`src/rtl/plb_pkg.sv`:
```
// ----------------------------------------------------------------------------
// Price level order book package
// Shared constants, codes and types of the order book blocks.
// ----------------------------------------------------------------------------
package plb_pkg;

    localparam int LEVELS    = 4096;
    localparam int LVL_BITS  = $clog2(LEVELS);
    localparam int BEST_BITS = LVL_BITS + 1;
    localparam int QTY_BITS  = 32;

    localparam int IN_FIELD_BITS  = LVL_BITS + QTY_BITS;
    localparam int IN_TDATA_W     = ((IN_FIELD_BITS + 7) / 8) * 8;
    localparam int OUT_FIELD_BITS = BEST_BITS + LVL_BITS + 3 * QTY_BITS;
    localparam int OUT_TDATA_W    = ((OUT_FIELD_BITS + 7) / 8) * 8;
    localparam int IN_TUSER_W     = 2;

    localparam logic [LVL_BITS-1:0]  LVL_TOP   = LVL_BITS'(LEVELS - 1);
    localparam logic [LVL_BITS-1:0]  LVL_BOT   = '0;
    localparam logic [BEST_BITS-1:0] ASK_EMPTY = BEST_BITS'(LEVELS);

    localparam logic ACT_UPDATE = 1'b0;
    localparam logic ACT_QUERY  = 1'b1;
    localparam logic SIDE_BID   = 1'b0;
    localparam logic SIDE_ASK   = 1'b1;

    typedef struct packed {
        logic                action;
        logic                side;
        logic [LVL_BITS-1:0] level;
        logic [QTY_BITS-1:0] quantity;
    } t_request;

    typedef struct packed {
        logic                we;
        logic [LVL_BITS-1:0] waddr;
        logic [QTY_BITS-1:0] wdata;
        logic [LVL_BITS-1:0] raddr;
    } t_ram_req;

    typedef struct packed {
        logic [QTY_BITS-1:0]  level_quantity;
        logic [QTY_BITS-1:0]  best_bid_quantity;
        logic [LVL_BITS-1:0]  best_bid_level;
        logic [QTY_BITS-1:0]  best_ask_quantity;
        logic [BEST_BITS-1:0] best_ask_level;
    } t_result;

endpackage

```
`src/rtl/plb_engine.sv`:
```
// ----------------------------------------------------------------------------
// Price level order book sequencer
// Clears both level stores after reset, then runs each request through
// write or read, best level update, level scan and best quantity fetch.
// ----------------------------------------------------------------------------
module plb_engine import plb_pkg::*; (
    input  logic          i_clk,
    input  logic          i_rst_n,
    input  logic          i_req_valid,
    output logic          o_req_ready,
    input  t_request      i_req,
    output t_ram_req      o_ask_ram,
    output t_ram_req      o_bid_ram,
    input  logic [QTY_BITS-1:0] i_ask_rdata,
    input  logic [QTY_BITS-1:0] i_bid_rdata,
    output logic          o_res_valid,
    input  logic          i_res_ready,
    output t_result       o_res,
    output logic          o_clearing
);

    typedef enum logic [8:0] {
        S_CLEAR = 9'b000000001,
        S_IDLE  = 9'b000000010,
        S_WRITE = 9'b000000100,
        S_QRY   = 9'b000001000,
        S_QGET  = 9'b000010000,
        S_SCAN  = 9'b000100000,
        S_BRD   = 9'b001000000,
        S_BGET  = 9'b010000000,
        S_DONE  = 9'b100000000
    } t_state;

    t_state               r_state,     n_state;
    logic [LVL_BITS-1:0]  r_clr_addr,  n_clr_addr;
    logic                 r_side,      n_side;
    logic [LVL_BITS-1:0]  r_lvl,       n_lvl;
    logic [QTY_BITS-1:0]  r_qty,       n_qty;
    logic [QTY_BITS-1:0]  r_here,      n_here;
    logic [BEST_BITS-1:0] r_best_ask,  n_best_ask;
    logic [LVL_BITS-1:0]  r_best_bid,  n_best_bid;
    logic [LVL_BITS-1:0]  r_scan_addr, n_scan_addr;
    logic                 r_chk_pend,  n_chk_pend;
    logic [LVL_BITS-1:0]  r_chk_addr,  n_chk_addr;
    logic                 r_chk_last,  n_chk_last;
    logic [QTY_BITS-1:0]  r_baq,       n_baq;
    logic [QTY_BITS-1:0]  r_bbq,       n_bbq;

    logic [QTY_BITS-1:0]  scan_rdata;
    logic                 scan_hit;
    logic [BEST_BITS-1:0] lvl_ext;

    // The single zero compare is shared by every scan step.
    assign scan_rdata = (r_side == SIDE_ASK) ? i_ask_rdata : i_bid_rdata;
    assign scan_hit   = (scan_rdata != '0);
    assign lvl_ext    = {1'b0, r_lvl};

    always_comb begin
        n_state     = r_state;
        n_clr_addr  = r_clr_addr;
        n_side      = r_side;
        n_lvl       = r_lvl;
        n_qty       = r_qty;
        n_here      = r_here;
        n_best_ask  = r_best_ask;
        n_best_bid  = r_best_bid;
        n_scan_addr = r_scan_addr;
        n_chk_pend  = r_chk_pend;
        n_chk_addr  = r_chk_addr;
        n_chk_last  = r_chk_last;
        n_baq       = r_baq;
        n_bbq       = r_bbq;

        o_ask_ram.we    = 1'b0;
        o_ask_ram.waddr = r_lvl;
        o_ask_ram.wdata = r_qty;
        o_ask_ram.raddr = r_best_ask[LVL_BITS-1:0];
        o_bid_ram.we    = 1'b0;
        o_bid_ram.waddr = r_lvl;
        o_bid_ram.wdata = r_qty;
        o_bid_ram.raddr = r_best_bid;

        o_req_ready = 1'b0;
        o_res_valid = 1'b0;

        case (r_state)
            S_CLEAR: begin
                o_ask_ram.we    = 1'b1;
                o_ask_ram.waddr = r_clr_addr;
                o_ask_ram.wdata = '0;
                o_bid_ram.we    = 1'b1;
                o_bid_ram.waddr = r_clr_addr;
                o_bid_ram.wdata = '0;
                n_clr_addr      = r_clr_addr + LVL_BITS'(1);
                if (r_clr_addr == LVL_TOP) begin
                    n_state = S_IDLE;
                end
            end
            S_IDLE: begin
                o_req_ready = 1'b1;
                if (i_req_valid) begin
                    n_side  = i_req.side;
                    n_lvl   = i_req.level;
                    n_qty   = i_req.quantity;
                    n_state = (i_req.action == ACT_QUERY) ? S_QRY : S_WRITE;
                end
            end
            S_WRITE: begin
                n_here     = r_qty;
                n_state    = S_BRD;
                n_chk_pend = 1'b0;
                if (r_side == SIDE_ASK) begin
                    o_ask_ram.we = 1'b1;
                    if (r_qty == '0) begin
                        if (lvl_ext == r_best_ask) begin
                            if (r_lvl == LVL_TOP) begin
                                n_best_ask = ASK_EMPTY;
                            end else begin
                                n_scan_addr = r_lvl + LVL_BITS'(1);
                                n_state     = S_SCAN;
                            end
                        end
                    end else if (r_best_ask > lvl_ext) begin
                        n_best_ask = lvl_ext;
                    end
                end else begin
                    o_bid_ram.we = 1'b1;
                    if (r_qty == '0) begin
                        if (r_lvl == r_best_bid && r_lvl != LVL_BOT) begin
                            n_scan_addr = r_lvl - LVL_BITS'(1);
                            n_state     = S_SCAN;
                        end
                    end else if (r_best_bid < r_lvl) begin
                        n_best_bid = r_lvl;
                    end
                end
            end
            S_QRY: begin
                o_ask_ram.raddr = r_lvl;
                o_bid_ram.raddr = r_lvl;
                n_state         = S_QGET;
            end
            S_QGET: begin
                n_here  = (r_side == SIDE_ASK) ? i_ask_rdata : i_bid_rdata;
                n_state = S_BRD;
            end
            S_SCAN: begin
                // Reads are issued one level per cycle; the data checked here
                // belongs to the level issued in the previous cycle.
                o_ask_ram.raddr = r_scan_addr;
                o_bid_ram.raddr = r_scan_addr;
                n_chk_pend      = 1'b1;
                n_chk_addr      = r_scan_addr;
                if (r_side == SIDE_ASK) begin
                    n_scan_addr = r_scan_addr + LVL_BITS'(1);
                    n_chk_last  = (r_scan_addr == LVL_TOP);
                end else begin
                    n_scan_addr = r_scan_addr - LVL_BITS'(1);
                    n_chk_last  = (r_scan_addr == LVL_BOT);
                end
                if (r_chk_pend) begin
                    if (scan_hit) begin
                        if (r_side == SIDE_ASK) begin
                            n_best_ask = {1'b0, r_chk_addr};
                        end else begin
                            n_best_bid = r_chk_addr;
                        end
                        n_state = S_BRD;
                    end else if (r_chk_last) begin
                        if (r_side == SIDE_ASK) begin
                            n_best_ask = ASK_EMPTY;
                        end else begin
                            n_best_bid = LVL_BOT;
                        end
                        n_state = S_BRD;
                    end
                end
            end
            S_BRD: begin
                n_state = S_BGET;
            end
            S_BGET: begin
                n_baq   = (r_best_ask == ASK_EMPTY) ? '0 : i_ask_rdata;
                n_bbq   = i_bid_rdata;
                n_state = S_DONE;
            end
            S_DONE: begin
                o_res_valid = 1'b1;
                if (i_res_ready) begin
                    n_state = S_IDLE;
                end
            end
            default: begin
                n_state = S_CLEAR;
            end
        endcase
    end

    always_ff @(posedge i_clk) begin
        if (!i_rst_n) begin
            r_state    <= S_CLEAR;
            r_clr_addr <= '0;
            r_best_ask <= ASK_EMPTY;
            r_best_bid <= LVL_BOT;
            r_chk_pend <= 1'b0;
        end else begin
            r_state    <= n_state;
            r_clr_addr <= n_clr_addr;
            r_best_ask <= n_best_ask;
            r_best_bid <= n_best_bid;
            r_chk_pend <= n_chk_pend;
        end
    end

    always_ff @(posedge i_clk) begin
        r_side      <= n_side;
        r_lvl       <= n_lvl;
        r_qty       <= n_qty;
        r_here      <= n_here;
        r_scan_addr <= n_scan_addr;
        r_chk_addr  <= n_chk_addr;
        r_chk_last  <= n_chk_last;
        r_baq       <= n_baq;
        r_bbq       <= n_bbq;
    end

    assign o_res.best_ask_level    = r_best_ask;
    assign o_res.best_ask_quantity = r_baq;
    assign o_res.best_bid_level    = r_best_bid;
    assign o_res.best_bid_quantity = r_bbq;
    assign o_res.level_quantity    = r_here;
    assign o_clearing              = (r_state == S_CLEAR);

endmodule

```
`config.mk`:
```
export PLATFORM = sky130hd
export DESIGN_NAME = plb_engine
export DESIGN_NICKNAME = d
export VERILOG_FILES = /design/src/rtl/plb_pkg.sv /design/src/rtl/plb_engine.sv
export SDC_FILE = /design/constraint.sdc
export NUM_CORES = 1
export LEC_CHECK = 0
export ABC_CLOCK_PERIOD_IN_PS = 5100
export BUFFER_PORTS_ARGS = -buffer_cell sky130_fd_sc_hd__buf_2
export CAP_MARGIN = 20
export CORE_ASPECT_RATIO = 1.25
export CORE_MARGIN = 4
export CORE_UTILIZATION = 45
export DETAILED_ROUTE_END_ITERATION = 10
export PLACE_DENSITY = 0.79
export RECOVER_POWER = 50
export SLEW_MARGIN = 10
export SYNTH_ARGS = -nofsm -noshare
export SYNTH_HDL_FRONTEND = slang
export SYNTH_SLANG_ARGS = --single-unit
```
`constraint.sdc`:
```
create_clock -name i_clk -period 5.1 [get_ports i_clk]
set_input_delay 1.02 -clock i_clk [delete_from_list [all_inputs] [get_ports i_clk]]
set_output_delay 1.02 -clock i_clk [all_outputs]
set_load 0.02 [all_outputs]
```
* Word level (Yosys, flattened, before mapping)
Cells that the tools add are included.
** Storage, ports and cells
- Register bits :: 213
- Bits of input ports :: 114
** Cells by class
- Add/sub/neg operators :: 5
- Order comparisons :: 2
- Equality and inequality tests :: 35
- Mux-type cells :: 55
- Reductions and logical operators :: 12
** Operator list (count)
- $mux 12 :: 15
- $mux 13 :: 10
- $pmux 12 s2 :: 4
- $pmux 9 s9 :: 1
- $pmux 32 s2 :: 1
- $mux 9 :: 7
- $mux 44 :: 1
- $add 12x1->12 const B :: 3
- $eq 12x12->1 const B :: 3
- $mux 7 :: 5
- $ne 3x3->1 const B :: 11
- $logic_not 32->1 :: 1
- $mux 32 :: 1
- $reduce_bool 32->1 :: 1
- $pmux 13 s2 :: 1
- $sub 12x1->12 const B :: 2
- $ne 2x2->1 const B :: 8
- $eq 12x13->1 :: 1
- $eq 13x13->1 const B :: 1
- $gt 13x12->1 :: 1
- $eq 12x12->1 :: 1
- $logic_not 12->1 :: 1
- $lt 12x12->1 :: 1
- $reduce_bool 12->1 :: 1
- 19 further kinds :: 27

* Depth between registers and ports, before layout
Gate-level depths: netlist of the first run.
- Word-level depth :: 6
- Depth in mapped cells :: 19
- Depth with buffers taken out :: 15

* Least setup slack after synthesis of the first run
Ideal clock, no wire load.
- Path kind :: reg-to-reg
- Start point :: register r_state[3]
- End point :: register r_scan_addr[10] (data pin)
- Library setup time :: 0.288 ns
- Arrival :: 3.508 ns
- Setup slack :: 1.305 ns
- Cell stages (with the launch flop) :: 18
- Path buffers :: 4
- Clock period less this slack :: 3.795 ns
- Path through :: dfxtp_1 -> nor4_4 -> and2_4 -> nand2_4 -> buf_6 -> inv_1 -> buf_2 -> buf_2 -> buf_2 -> o21ai_0 -> fa_1 -> a21o_1 -> a21oi_1 -> o21bai_1 -> a21oi_1 -> o21bai_1 -> a21oi_1 -> o311ai_0
** On the way
- Longest elaborated chain between the ends :: 2
- Elaborated cells between the ends (all ways) :: 3
- Classes of those cells :: eq/ne (2); mux (1)
** RTL lines
- start: declaration :: line plb_engine.sv:34 : t_state r_state, n_state;
- start signal: assignment :: line plb_engine.sv:207 : r_state <= n_state;
- $eq 9x6->1 / $eq 9x3->1 (equally long branches) :: line plb_engine.sv:86 : case (r_state)
- $pmux 12 s2 * :: line plb_engine.sv:86
- net n_scan_addr[10] :: line plb_engine.sv:42 : logic [LVL_BITS-1:0] r_scan_addr, n_scan_addr;
- end signal: assignment :: line plb_engine.sv:220 : r_scan_addr <= n_scan_addr;
- end: declaration :: line plb_engine.sv:42
The timed path passes the listed nets; every way through them passes the cells marked *.
A chain may end at the register's enable or synchronous reset.

==> run_results.csv, run 1 <==
group,metric,value,unit
place,place_hpwl,26200,µm
logic_synthesis,synth_seq_area_share,55.2,%
global_routing,grt_remaining_overflow,0,
sta,layout_min_cycle_time,4.18,ns
global_routing,grt_pass1_wl,51700,µm
global_routing,grt_pass1_vias,8875,
min_path,whs_path_depth,2,
logic_synthesis,syn_area,10700,µm²
logic_synthesis,postSynthAreaPerCell,11.1,µm²
place,gp_congestion,0.934,
clock_tree,numCtsBuffers,23,
routing,highest-signal-layer,"met5",
routing,drc,0,
place,pre_cts_ws,1.22,ns
logic_synthesis,synthFlopType,"edfxtp_1",
logic_synthesis,synth_cells,964,
sta,layout_setup_ws,0.922,ns
sta,slew-limit-headroom,-13.4,%
logic_synthesis,yosysTopAreaCellShare,46.4,%
clock_tree,cts_sinks,213,
worst_setup_path,r2r_cells,14,
sta,setup_viol,0,
outcome,failed_checks,"max-capacitance violations, max-slew violations",
sta,worst_slew_pin_slew,1.70,ns
clock_tree,cts_setup_buffers,0,
power,leakagePower,5.58,nW
routing,drtIter0Drc,810,
routing,drt_pass1_iterations,5,
routing,detail-route-antenna-nets,0,
sta,max_freq,239,MHz
worst_setup_path,cp.arrival,3.16,ns
power,ir_drop,0.000210,V
logic_synthesis,ys_ff_latch,213,
min_path,worst_hold_path_type,"reg2reg",
worst_setup_path,path_max_fanout,47,
sta,rsz0062_at_grt,"false",
sta,setup_tns,0,ns
sta,fin_crit_sh,81.9,%
worst_setup_path,required,4.08,ns
die,start_util,46.2,%
routing,wl_met2,17700,µm
logic_synthesis,synth_area_leader_cell,"edfxtp_1",
routing,vias_per_cell,5.75,
worst_setup_path,crit_top_cell,"buf_4",
global_routing,groute.usage.overall,24.9,%
clock_tree,cts_max_level,1,
min_path,whs_endpoint,"r_clr_addr[6]",
worst_setup_path,worstSetupEndpointType,"output pin",
logic_synthesis,ys_types,60,
job,cap_violations,2,
clock_tree,cts_root_buffer,"clkbuf_16",
final_layout,multiInputGateArea,4170,µm²
die,io_pins,352,
worst_setup_path,crit_path_max_incr_delay,0.47,ns
clock_tree,ctsResizeCount,0,
logic_synthesis,synthArstFlopShare,0,%
final_layout,fin_nets,1409,
die,dieArea,26400,µm²
logic_synthesis,yosys_warnings,0,
power,p_total,3.99,mW
worst_setup_path,criticalPathCategory,"reg2out",
routing,drt-met1-wl,12400,µm
final_layout,fillCellCount,2048,
worst_setup_path,slowest_stage,"nor4_4",
worst_setup_path,timing.rr.start,"r_state[3]",
sta,hold_violations,0,
worst_setup_path,r2r_setup_slack,1.11,ns
die,chipWidth,146,µm
global_routing,antenna_found_initial,3,
worst_setup_path,crit_family,"simple AND/OR/NAND/NOR gates",
die,die_height,181,µm
routing,wire_per_inst,22.1,µm
final_layout,layout-drive-gt1-share,19.8,%
sta,drv_slew,57,
routing,routed_wl,34700,µm
routing,dr_wl_met3,3030,µm
die,core_region_area,23300,µm²
clock_tree,ctsHoldBuffers,0,
global_routing,grt_max_degree,49,
logic_synthesis,synth_edf_count,166,
power,powerDensity,307,nW/µm²
clock_tree,cts_tree,"done",
worst_setup_path,critPathLaunchType,"flop",
min_path,hp-start,"r_clr_addr[6]",
routing,via_count,9003,
clock_tree,clkTransAtPathRegs,0.06,ns
final_layout,syn2layout_area_growth,20.8,%
die,rows,62,
sta,fin_worst_skew,0.0259,ns
outcome,outcome,"finished with violations",
clock_tree,cts.path.max_buffers,3,
clock_tree,clk_latency,0.52,ns
logic_synthesis,synth_area_leaders,"edfxtp_1, dfxtp_1, mux2i_1, ha_1, and2_1",
worst_setup_path,path_cells,"nor4_4, and2_0, nand2_4, inv_1, buf_4, nor2_1, buf_4, a21o_1, buf_2",
place,port_buffers,351,
logic_synthesis,synth.net_count,1114,
worst_setup_path,timing.rr.end,"r_scan_addr[10]",
final_layout,seq_area,5930,µm²
worst_setup_path,crit_buf_inv,4,
-- per-stage QoR --
stage	util, %	hold WS, ns	cells	instance area (µm²)
floorplan	-	0.471	964	10700
global placement	53.2	0.485	1521	12400
detailed placement	53.2	0.492	1521	12400
CTS	56.6	0.502	1563	13200
global route	55.8	0.528	1566	13000
finish	55.8	0.503	1566	13000
-- worst register-to-register path: cells and delay by family, from the launching register on --
kind                     cells  cell delay, ns
adder cells (fa/ha/maj)      1            0.36
AO/OA/AOI/OAI                8            1.43
AND/OR/NAND/NOR              3            0.96
buffers and inverters        2            0.62
flip-flops                   1            0.36
-- placed cells by master, fill, tap and decap left out, types with 8 or more instances in the layout --
cell type	instances
nand2_1	103
and2_1	61
xnor2_1	10
nand4_1	24
inv_1	25
mux2i_1	45
nor4_1	33
nor3_1	36
nand3_1	12
ha_1	35
a21o_1	29
nor2_1	25
edfxtp_1	166
nor2b_1	8
clkbuf_1	160
xor2_1	8
and3_1	8
clkbuf_16	23
dfxtp_1	47
a21oi_1	33
a22o_1	33
buf_2	195
o21ai_0	62
-- kinds of logic (layout without fill, tap and decap cells) --
kind of cell / count (synthesis) / count (layout) / synth area share (%)
AND/OR/NAND/NOR: 348 / 348 / 17.6
flip-flops: 213 / 213 / 55.2
AO/OA/AOI/OAI: 185 / 185 / 11.3
buffers and inverters: 118 / 430 / 5.95
multiplexers: 46 / 46 / 4.30
adder cells (fa/ha/maj): 36 / 36 / 4.26
XOR/XNOR: 18 / 18 / 1.47
other: 0 / 2 / 0
-- registers in the layout, indices dropped and copies added (netlist names), 13 cells and up --
signal and flops:
r_baq 32, r_bbq 32, r_here 32, r_qty 32, r_best_ask 13
-- worst max-delay path by stage --
stage	startpoint	cells past startpoint	to
detailed placement	r_state[3]	14	r_scan_addr[10]
finish	r_state[3]	9	o_bid_ram[7]
floorplan	r_state[3]	17	r_scan_addr[10]
CTS	r_state[4]	8	o_ask_ram[54]
global placement	r_state[3]	14	r_scan_addr[10]
global route	r_state[3]	9	o_ask_ram[2]
-- cell usage after synthesis (all sizes together) (3+ instances only) --
master  number
edfxtp     166
nand2      104
and2        67
o21ai       63
buf         61
dfxtp       47
mux2i       45
nor3        38
ha          35
nor4        34
a21oi       33
a22o        33
clkbuf      30
a21o        29
inv         27
nand4       25
nor2        25
nand3       12
xnor2       10
and3         8
nor2b        8
xor2         8
o21a         6
o21bai       5
or3          5
nand2b       4
or4          4
a31oi        3
o31ai        3
-- layer usage --
layer | up-vias | GRT usage, %
met1 | 4274 | 27.9
li1 | 4111 | -
met3 | 95 | 4.54
met2 | 521 | 45.9
met4 | 2 | 10.8
met5 | - | 0
-- power breakdown --
group / internal, mW / total (mW) / switching [mW]
combinational: 0.121 / 0.376 / 0.255
clock: 1.03 / 1.73 / 0.699
sequential: 1.86 / 1.88 / 0.0147
total: 3.02 / 3.99 / 0.968
-- cell type report --
cell class	instances	area share, %
inverters	27	0.781
multi-input cells	633	32.2
clock buffers	24	4.46
well taps	288	2.78
flip-flops and latches	213	45.7
clock inverters	18	1.60
diodes	2	0.0386
repair buffers	361	12.5
(Power assumes the default switching activity.)
==> inputs of run 2 (changes only) <==
--- a/config.mk
+++ b/config.mk
@@ -5,7 +5,7 @@
 export SDC_FILE = /design/constraint.sdc
 export NUM_CORES = 1
 export LEC_CHECK = 0
-export ABC_CLOCK_PERIOD_IN_PS = 5100
+export ABC_CLOCK_PERIOD_IN_PS = 3900
 export BUFFER_PORTS_ARGS = -buffer_cell sky130_fd_sc_hd__buf_2
 export CAP_MARGIN = 20
 export CORE_ASPECT_RATIO = 1.25
==> constraint.sdc (replaced) <==
create_clock -name i_clk -period 3.9 [get_ports i_clk]
set_input_delay 0.78 -clock i_clk [delete_from_list [all_inputs] [get_ports i_clk]]
set_output_delay 0.78 -clock i_clk [all_outputs]
set_load 0.02 [all_outputs]
==> run_results.csv, run 2 (synthesis results as in run 1) <==
group,metric,value,unit
sta,rsz0062_at_grt,"false",
global_routing,grt-busiest-layer,"met2",
global_routing,grt_max_degree,68,
global_routing,grt_pass1_wl,52800,µm
global_routing,use_met3,4.09,%
final_layout,fin_util,56.0,%
routing,vias_per_cell,5.84,
global_routing,use_met1,30.1,%
power,leakagePower,5.62,nW
job,cap_violations,0,
sta,layout_min_cycle_time,3.59,ns
die,rows,62,
worst_setup_path,r2r_cells,15,
min_path,worst_hold_path_type,"in2reg",
place,postPlaceCellArea,12500,µm²
clock_tree,numCtsBuffers,22,
power,p_clk_share,43.4,%
sta,drv_slew,0,
sta,max_freq,278,MHz
sta,slew-limit-headroom,5.51,%
final_layout,final_cell_mix,"buf_2, edfxtp_1, clkbuf_1, nand2_1, o21ai_0",
global_routing,grt_remaining_overflow,0,
clock_tree,ctsHoldBuffers,0,
final_layout,fin_nets,1418,
die,core_region_area,23300,µm²
final_layout,fillCellCount,2024,
die,io_pins,352,
worst_setup_path,worstSetupEndpointType,"output pin",
clock_tree,cts.path.max_buffers,3,
routing,wire_per_inst,22.4,µm
die,chipWidth,146,µm
power,ir_drop,0.000280,V
final_layout,layout_commonest_cell,"buf_2",
power,p_switching,1.21,mW
global_routing,groute.usage.overall,25.3,%
clock_tree,cts_max_level,1,
routing,routed_wl,35200,µm
clock_tree,clkTransAtPathRegs,0.06,ns
global_routing,antenna_found_initial,4,
place,gp_congestion,0.946,
sta,setup_viol,0,
power,pwr-share-seq,47.1,%
min_path,whs_path_depth,1,
clock_tree,clk_latency,0.51,ns
final_layout,syn2layout_area_growth,21.3,%
worst_setup_path,critPathLaunchType,"flop",
sta,fin_worst_skew,0.0225,ns
final_layout,final_area,13000,µm²
place,place_hpwl,26700,µm
outcome,outcome,"complete, no violations",
final_layout,layout-drive-gt1-share,19.9,%
sta,fin_crit_sh,92.1,%
power,netSwitchingFraction,23.3,%
die,die_height,181,µm
clock_tree,cts_tree,"done",
routing,via_count,9199,
sta,setup_tns,0,ns
power,p_int,4.00,mW
global_routing,grtUsageMet2,44.3,%
worst_setup_path,criticalPathCategory,"reg2out",
worst_setup_path,cp.arrival,2.81,ns
routing,detail-route-antenna-nets,0,
clock_tree,cts_sinks,213,
die,start_util,46.2,%
sta,hold_violations,0,
clock_tree,ctsResizeCount,0,
place,port_buffers,351,
worst_setup_path,path_max_fanout,37,
power,p_total,5.22,mW
die,dieArea,26400,µm²
power,powerDensity,400,nW/µm²
sta,worst_slew_pin_slew,1.42,ns
routing,drtIter0Drc,765,
clock_tree,cts_root_buffer,"clkbuf_16",
routing,drt_pass1_iterations,6,
power,comb_power_share,9.6,%
clock_tree,cts_setup_buffers,0,
worst_setup_path,required,3.12,ns
global_routing,grt_pass1_vias,8947,
routing,drc,0,
-- run 2: cell count changes in the layout (fill, tap and decap cells not counted), sizes merged --
cell	change
clkinv	-3
clkbuf	+5
buf	+9
inv	-1
clkinvlp	-3
bufinv	+1
diode	+1
-- run 2: layout make-up --
class	count	area, µm²	share of cell area (%)
well taps	288	360	2.77
inverters	27	101	0.778
repair buffers	371	1700	13.0
multi-input cells	633	4160	31.9
clock buffers	28	594	4.56
clock inverters	12	181	1.39
diodes	3	7.51	0.0576
flip-flops and latches	213	5930	45.5
-- run 2: power groups by stage --
stage	combinational, mW	sequential [mW]	clock [mW]
finish	0.498	2.46	2.26
global route	0.532	2.46	2.40
CTS	0.508	2.46	2.29
detailed placement	0.506	2.50	0
global placement	0.500	2.50	0
floorplan	0.350	2.50	0
-- run 2: per-layer routing --
| metal | share of wire (%) | vias to the layer above | routed length (µm) |
|---|---|---|---|
| met5 | 0.048 | - | 17 |
| met1 | 36 | 4379 | 12700 |
| met4 | 5.6 | 2 | 1980 |
| met2 | 50 | 559 | 17500 |
| li1 | - | 4130 | - |
| met3 | 8.4 | 129 | 2970 |
-- run 2: final timing paths --
path	startpoint	slack [ns]	to
worst max-delay path	r_state[3]	0.31	o_ask_ram[10]
worst min-delay path	i_req[34]	0.45	r_lvl[2]
worst max register to register	r_state[3]	0.41	r_scan_addr[11]
worst min register to register	r_clr_addr[6]	0.51	r_clr_addr[6]
-- run 2: critical path, stage by stage, from the launching register on --
cell and delay, ns:
dfxtp_1 0.34, nor4_1 0.37, and2_0 0.28, nand2_4 0.06, inv_1 0.12, buf_4 0.39, nor2_1 0.17, buf_4 0.22
a21o_1 0.19, buf_2 0.15
-- run 2: stage by stage --
| stage | cells | hold slack, ns | setup slack, ns |
|---|---|---|---|
| global route | 1575 | 0.435 | 0.112 |
| CTS | 1571 | 0.434 | 0.303 |
| floorplan | 964 | 0.471 | 0.105 |
| finish | 1575 | 0.450 | 0.309 |
| global placement | 1531 | 0.479 | 0.588 |
| detailed placement | 1531 | 0.498 | 0.521 |
==> inputs of run 3 (changes only) <==
--- a/config.mk
+++ b/config.mk
@@ -5,14 +5,14 @@
 export SDC_FILE = /design/constraint.sdc
 export NUM_CORES = 1
 export LEC_CHECK = 0
-export ABC_CLOCK_PERIOD_IN_PS = 3900
-export BUFFER_PORTS_ARGS = -buffer_cell sky130_fd_sc_hd__buf_2
+export ABC_CLOCK_PERIOD_IN_PS = 3270
 export CAP_MARGIN = 20
 export CORE_ASPECT_RATIO = 1.25
 export CORE_MARGIN = 4
 export CORE_UTILIZATION = 45
 export DETAILED_ROUTE_END_ITERATION = 10
-export PLACE_DENSITY = 0.79
+export DONT_BUFFER_PORTS = 1
+export PLACE_DENSITY = 0.69
 export RECOVER_POWER = 50
 export SLEW_MARGIN = 10
 export SYNTH_ARGS = -nofsm -noshare
==> constraint.sdc (replaced) <==
create_clock -name i_clk -period 3.27 [get_ports i_clk]
set_input_delay 0.654 -clock i_clk [delete_from_list [all_inputs] [get_ports i_clk]]
set_output_delay 0.654 -clock i_clk [all_outputs]
set_load 0.02 [all_outputs]
==> run_results.csv, run 3 (synthesis results as in run 1) <==
group,metric,value,unit
place,postPlaceCellArea,11400,µm²
sta,drv_slew,66,
sta,fin_crit_sh,96.0,%
power,ir_drop,0.000418,V
clock_tree,numCtsBuffers,24,
final_layout,fin_nets,1129,
sta,hold_violations,0,
min_path,hp-start,"i_req[45]",
sta,setup_viol,0,
job,cap_violations,1,
worst_setup_path,worstSetupEndpointType,"output pin",
routing,routed_wl,32700,µm
routing,wl_met2,17000,µm
sta,setup_tns,0,ns
worst_setup_path,path_cells,"nor3_4, and3b_1, nand2b_1, or3b_4, inv_4, nand2_1, o21ai_1, buf_12",
worst_setup_path,critPathLaunchType,"flop",
routing,drtIter0Drc,577,
die,dieArea,26400,µm²
final_layout,final_cell_mix,"edfxtp_1, nand2_1, and2_1, o21ai_0, dfxtp_1",
final_layout,syn2layout_area_growth,13.5,%
global_routing,antenna_found_initial,1,
sta,max_freq,319,MHz
power,leakagePower,4.83,nW
global_routing,groute.usage.overall,23.8,%
die,die_height,181,µm
outcome,failed_checks,"max-capacitance violations, max-slew violations",
die,io_pins,352,
sta,rsz0062_at_grt,"false",
routing,detail-route-antenna-nets,0,
global_routing,grt_max_degree,66,
routing,highest-signal-layer,"met4",
worst_setup_path,cp-startpoint,"r_state[8]",
routing,drt-met1-wl,11300,µm
clock_tree,cts_root_buffer,"clkbuf_16",
place,dp.cells,1241,
clock_tree,clk_latency,0.54,ns
worst_setup_path,timing.rr.start,"r_lvl[9]",
global_routing,grt_remaining_overflow,0,
die,start_util,46.2,%
worst_setup_path,slowest_stage,"or3b_4",
global_routing,grt_pass1_vias,7635,
outcome,outcome,"finished with violations",
power,powerDensity,521,nW/µm²
sta,layout_min_cycle_time,3.14,ns
place,port_buffers,0,
sta,slew-limit-headroom,-10.8,%
final_layout,fillCellCount,2003,
routing,wire_per_inst,25.4,µm
clock_tree,cts.path.max_buffers,3,
worst_setup_path,criticalPathCategory,"reg2out",
die,chipWidth,146,µm
final_layout,finish.cell_count_without_fillers,1285,
routing,drc,0,
die,core_region_area,23300,µm²
sta,worst_slew_pin_slew,1.66,ns
clock_tree,cts_max_level,1,
die,rows,62,
global_routing,grt_pass1_wl,48700,µm
sta,fin_worst_skew,0.0333,ns
routing,vias_per_cell,6.02,
final_layout,fin_util,52.4,%
worst_setup_path,required,2.62,ns
clock_tree,clkTransAtPathRegs,0.06,ns
worst_setup_path,path_max_fanout,27,
place,place_hpwl,25100,µm
routing,via_count,7732,
routing,dr_wl_met3,3200,µm
routing,drt_pass1_iterations,5,
clock_tree,cts_sinks,213,
clock_tree,cts_tree,"done",
final_layout,layout-drive-gt1-share,12.6,%
min_path,worst_hold_path_type,"in2reg",
worst_setup_path,crit_path_max_incr_delay,0.43,ns
final_layout,layout_commonest_cell,"edfxtp_1",
final_layout,final_area,12200,µm²
worst_setup_path,cp.arrival,2.49,ns
place,gp_congestion,0.900,
## run 3: routing by layer
metal / track usage, % / up-vias
met1: 26.0 / 3683
met5: 0 / -
met4: 8.28 / 0
li1: - / 3545
met3: 6.87 / 70
met2: 43.7 / 434
## run 3: path summary, 6_finish.rpt
check                  endpoint  slack, ns  cells past startpoint
setup / recovery  o_ask_ram[47]       0.13                      8
hold / removal       r_state[2]       0.19                      1
setup reg to reg  r_best_bid[6]       0.22                      9
hold reg to reg   r_clr_addr[9]       0.51                      2
## run 3: through the flow
step / power [mW] / setup WS, ns / hold WS, ns
3_3_place_gp: 3.49 / 0.253 / 0.484
3_5_place_dp: 3.49 / 0.211 / 0.498
4_1_cts: 6.39 / 0.0318 / 0.168
5_1_grt: 6.56 / 0.00234 / 0.176
6_report: 6.35 / 0.131 / 0.185
2_1_floorplan: 3.40 / 0.00388 / 0.471
## run 3: critical path, delay by kind of cell, from the launching register on
family / cells / cell delay [ns]
and+or+nand+nor: 5 / 1.03
AOI/OAI and AO/OA: 1 / 0.20
DFF: 1 / 0.35
buffers and inverters: 2 / 0.40
## run 3: timing repair
action                                 in CTS  in global routing
setup endpoints to repair                  49                 29
pin swaps                                   1                  0
hold buffers                                0                  0
endpoints found under the hold margin       0                  0
resized for setup                           1                  7
buffers inserted                            1                  0
## run 3: power by group
group | total [mW] | switching, mW | leakage [nW] | internal [mW]
clock network | 2.92 | 1.11 | 0.415 | 1.81
logic | 0.498 | 0.334 | 2.55 | 0.164
registers | 2.93 | 0.0222 | 1.86 | 2.91
total | 6.35 | 1.47 | 4.83 | 4.88
## run 3: cell type report
class	instances	area [µm²]	share of cell area, %
Sequential cell	213	5930	48.6
Multi-Input combinational cell	633	4220	34.6
Timing Repair Buffer	80	728	5.97
Clock buffer	24	601	4.92
Tap cell	288	360	2.95
Clock inverter	19	254	2.08
Inverter	27	108	0.882
Antenna cell	1	2.50	0.0205
